===== src/rtl/core/cqpw_ram.sv =====
// ----------------------------------------------------------------------------
// cqpw_ram
// Simple dual-port synchronous RAM, one write and one registered read port.
// ----------------------------------------------------------------------------
`default_nettype none

module cqpw_ram #(
   parameter int WIDTH = 8,
   parameter int DEPTH = 16,
   localparam int AW = (DEPTH > 1) ? $clog2(DEPTH) : 1
) (
   input  logic             clock,
   input  logic             wr_en,
   input  logic [AW-1:0]    wr_addr,
   input  logic [WIDTH-1:0] wr_data,
   input  logic             rd_en,
   input  logic [AW-1:0]    rd_addr,
   output logic [WIDTH-1:0] rd_data
);

   logic [WIDTH-1:0] mem_ff [DEPTH];
   logic [WIDTH-1:0] rd_data_ff;

   always_ff @(posedge clock) begin
      if (wr_en) begin
         mem_ff[wr_addr] <= wr_data;
      end
      if (rd_en) begin
         rd_data_ff <= mem_ff[rd_addr];
      end
   end

   assign rd_data = rd_data_ff;

endmodule

`default_nettype wire


===== config.mk =====
export PLATFORM = sky130hd
export DESIGN_NAME = cqpw_ram
export DESIGN_NICKNAME = d
export VERILOG_FILES = /design/src/rtl/core/cqpw_ram.sv
export SDC_FILE = /design/constraint.sdc
export NUM_CORES = 1
export LEC_CHECK = 0
export ABC_AREA = 1
export BUFFER_PORTS_ARGS = -buffer_cell sky130_fd_sc_hd__buf_2
export CAP_MARGIN = 20
export CORE_AREA = 2 2 145 147
export DETAILED_ROUTE_END_ITERATION = 8
export DIE_AREA = 0 0 147 149
export HOLD_SLACK_MARGIN = 0.12
export PLACE_DENSITY_LB_ADDON = 0.3
export SYNTH_ARGS = -nofsm -noshare
export SYNTH_HDL_FRONTEND = slang
export SYNTH_SLANG_ARGS = --single-unit

===== constraint.sdc =====
create_clock -name clock -period 1.6 [get_ports clock]
set_input_delay 0.24 -clock clock [delete_from_list [all_inputs] [get_ports clock]]
set_output_delay 0.24 -clock clock [all_outputs]
set_load 0.02 [all_outputs]

==> results <==
- The post-route setup TNS is 0 ps.
- In the final routed layout, each cell accounts on average for 15.9 um.
- The slew at the pin with the worst max-slew slack is 629 ps.
- The register clock-pin slew on the reported worst setup and hold paths is around 60 ps.
- The fraction of final layout cells with drive strength greater than 1 is 0.135.
- Of the post-synthesis cell area, the dominant cell type holds 0.698.
- The number of cells in the design after placement is between 800 and 900.
- TritonCTS built the clock tree.
- The switching share of power is 0.240.
- After clock tree synthesis, the repair step resized 0 gates.
- The cell accounting for the most synthesized area is sky130_fd_sc_hd__edfxtp_1.
- In this run the standard cell core region covers ~21000 sq um.
- Counting both buffers and inverters, the worst setup path holds a total of 1.
- The cell family contributing the most delay on the critical path is flip-flops.
- The count of different cell masters after synthesis is 11.
- The synthesized area per cell is 10.6 sq um.
- The count of pins on the block boundary is 27.
- Excluding fillers, the count of instances in the completed layout stands at between 800 and 900.
- For this run, global-route usage on met2 was measured as 0.213.
- The path class of the lowest-slack min-delay path is input port to flip-flop.
- The clock arrives with 5.74 ps of skew.
- The share of power burned in combinational logic is 0.061.
- The total count of max-transition violations in the final report came to 0.
- The net count after synthesis is 570.
- The number of buffers inserted by post-CTS setup repair is 0.
- The initialized floorplan defines 53 standard-cell rows.
- In this run the power spent charging and discharging nets is between 2 and 2.5 mW.
- The H-tree was split into 4 levels.
- The filler cells instantiated in the layout total 2122.
- The number of port buffers is 26.
- Of all nets on the critical path, the largest fanout is 1.
- The first global-routing pass estimated between 20000 and 25000 um of wire.
- The via count of the first global-routing pass is 3803.
- Of the available clock period, the critical path in the final layout requires 0.778.
- The pin count of the biggest net entering global routing is 65.
- The first detailed-routing pass took 7 iterations.
- The share of total power dissipated in the clock network is 0.457.
- Dividing the detail-routed via count by the number of cells gives 4.33.
- The netlist area before placement is between 5000 and 6000 sq um.
- Setup violations remaining at the end of the flow were counted as 0.
- The path with the worst hold slack has its endpoint at rd_data[4].
- The flow ran to the end, and the final reports show no timing, DRC or antenna violations.
- The startpoint identified for the worst register-to-register timing path is mem_ff[13][2].
- The routed wire length is ~14000 um.
- For this run, the number of Yosys warnings is 0.
- Measured along the y axis, the die boundary spans 149 um.
- The via total after detailed routing is around 3.8k.
- Among all stages on the critical path, the largest delay is contributed by sky130_fd_sc_hd__edfxtp_1.
- The effective utilization at floorplan is 0.284.
- In this run, synthesis produced a sequential element count of approximately 140.
- The clock drives between 100 and 150 sinks.
- The cell leakage power is about 2.9 nW.
- The instance count along the most critical hold path is 1.
- The area enclosed by the die boundary is 21900 sq um.
- The met3 global-route usage is 0.0291.
- The area of combinational cells with multiple inputs is approximately 1200 sq um.
- For the worst-skew pair, the clock arrives at the later sink with an insertion delay of 410 ps.
- For this run, design rule violations remaining after detail routing come to 0.
- For this run, the total global-route usage over all layers was measured as 0.133.
- The register-to-register path setup slack is around 420 ps.
- The die is 147 um wide.
- The clock root buffer is sky130_fd_sc_hd__clkbuf_16.
- The count of mapped cells out of synthesis is between 500 and 600.
- The kind of start point of the critical path is a flip-flop.
- The startpoint identified for the worst hold timing path is rd_en.
- The leftover overflow at the end of global routing is 0.
- In this run the tightest slew margin relative to its limit is 0.580.
- The longest individual stage delay on the worst path is around 400 ps.
- Of the total power, registers draw 0.482.
- Leaving out fill and tap cells, the most frequent cell in the layout is sky130_fd_sc_hd__nand2_1.
- By area the synthesized netlist is led by sky130_fd_sc_hd__edfxtp_1 70%, sky130_fd_sc_hd__nand2_1 11%, sky130_fd_sc_hd__nand3_1 8.3%.
- In the layout the commonest cells are 173 x sky130_fd_sc_hd__nand2_1, 136 x sky130_fd_sc_hd__edfxtp_1, 100 x sky130_fd_sc_hd__inv_1.
- Static timing analysis puts the maximum clock frequency at about 800 MHz.
- The maximum vdd drop is around 0.00057 V.
- The number of max-cap violations is 0.
- The capturing element type of the critical path is an output pin.
- Cell internal power was estimated by the tool at between 6 and 7 mW.
- The wire-length estimate of the detail-placed layout is ~9000 um.
- The routability congestion estimate from global placement is 0.806.
- In the final layout, flip-flops and latches occupy about 4100 sq um.
- The number of hold violations in the final report is 0.
- The shortest clock period the worst path allows after layout is 1240 ps.
- In the final design database the tool counted just over 600 nets.
- The worst reg-to-reg path cell count is 6.
- Traced cell by cell, the critical path runs through buf_2.
- The worst endpoint required time is around 1400 ps.
- The share of the Yosys chip area taken by registers is 0.698.
- The number of clock buffers added by TritonCTS is 17.
- The detail route stage leaves a number of antenna-violating nets equal to 0.
- Power spread over the standard cell area amounts to 1210 nW/um^2.
- After clock tree synthesis, the flow added hold-fix buffers numbering 0.
- At the worst endpoint, the arrival time is 1000 ps.
- The number of violations reported at the end of detailed-routing iteration 0 is 403.
- Setup repair after global routing left no endpoint under its margin.
- The initial antenna violation count is 0.
- Compared with the post-synthesis result, the final layout area differs by 18.7%.
- For met1 alone, demand over resource in global routing was 0.183.
- The critical path start-end classification is flip-flop to output pin.
- met2 is the most crowded layer.
- The endpoint of the worst-slack reg-to-reg timing path is rd_data[2].
- The final antenna diode count is 0.
- The clock passes through at most 2 buffers.
==> cell usage after synthesis <==
master                     count
sky130_fd_sc_hd__nand3_1      97
sky130_fd_sc_hd__buf_4         4
sky130_fd_sc_hd__nand2_1     173
sky130_fd_sc_hd__nand3b_1      2
sky130_fd_sc_hd__inv_2         2
sky130_fd_sc_hd__edfxtp_1    136
sky130_fd_sc_hd__buf_6         6
sky130_fd_sc_hd__buf_2        13
sky130_fd_sc_hd__inv_1       100
sky130_fd_sc_hd__nor2_1       17
sky130_fd_sc_hd__buf_1         1
==> cell type report <==
type                    count  area share
flip-flops and latches    136       0.588
well taps                 275      0.0496
clock buffers              17      0.0613
repair buffers             48      0.0479
multi-input cells         289       0.175
clock inverters            15      0.0231
inverters                 102      0.0551
==> per-stage QoR <==
step / cell area [sq um] / total power, mW / worst slack, ps / hold WS [ps] / util
finish: 6940 / 8.38 / 355 / 192 / 0.338
global placement: 6360 / 4.63 / 99.5 / 617 / 0.309
CTS: 6940 / 8.44 / 346 / 183 / 0.338
floorplan: 5850 / 4.41 / 409 / 339 / -
detailed placement: 6360 / 4.63 / 101 / 616 / 0.309
global route: 6940 / 8.65 / 320 / 184 / 0.338
==> how the worst max path moves through the flow <==
stage                     startpoint             to  slack [ps]  cells past startpoint
after floorplan           wr_addr[2]  mem_ff[10][0]         410                      2
after global placement    rd_addr[1]     rd_data[4]         100                      6
after detailed placement  rd_addr[1]     rd_data[4]         100                      6
after CTS                 rd_data[7]     rd_data[7]         350                      1
after global routing      rd_data[3]     rd_data[3]         320                      1
final                     rd_data[3]     rd_data[3]         360                      1
==> power by group through the flow <==
stage | sequential (mW) | combinational (mW) | clock [mW]
finish | 4.04 | 0.512 | 3.83
global route | 4.04 | 0.574 | 4.03
global placement | 4.11 | 0.515 | 0
CTS | 4.04 | 0.521 | 3.88
detailed placement | 4.11 | 0.519 | 0
floorplan | 4.13 | 0.281 | 0
==> metal layers <==
metal	vias up	part of all wire
met5	-	0
met4	0	0.013
met3	11	0.039
met2	84	0.48
met1	1856	0.47
li1	1865	-
==> logic make-up after synthesis <==
logic type | share of synthesized area
buffers and inverters | 0.0939
flip-flops | 0.698
AND/OR/NAND/NOR | 0.208
==> registers in the layout (all words and copies together), names as in the netlist <==
register	flops
mem_ff	128
rd_data	8
No activity file was read; power rests on OpenSTA's default activity.
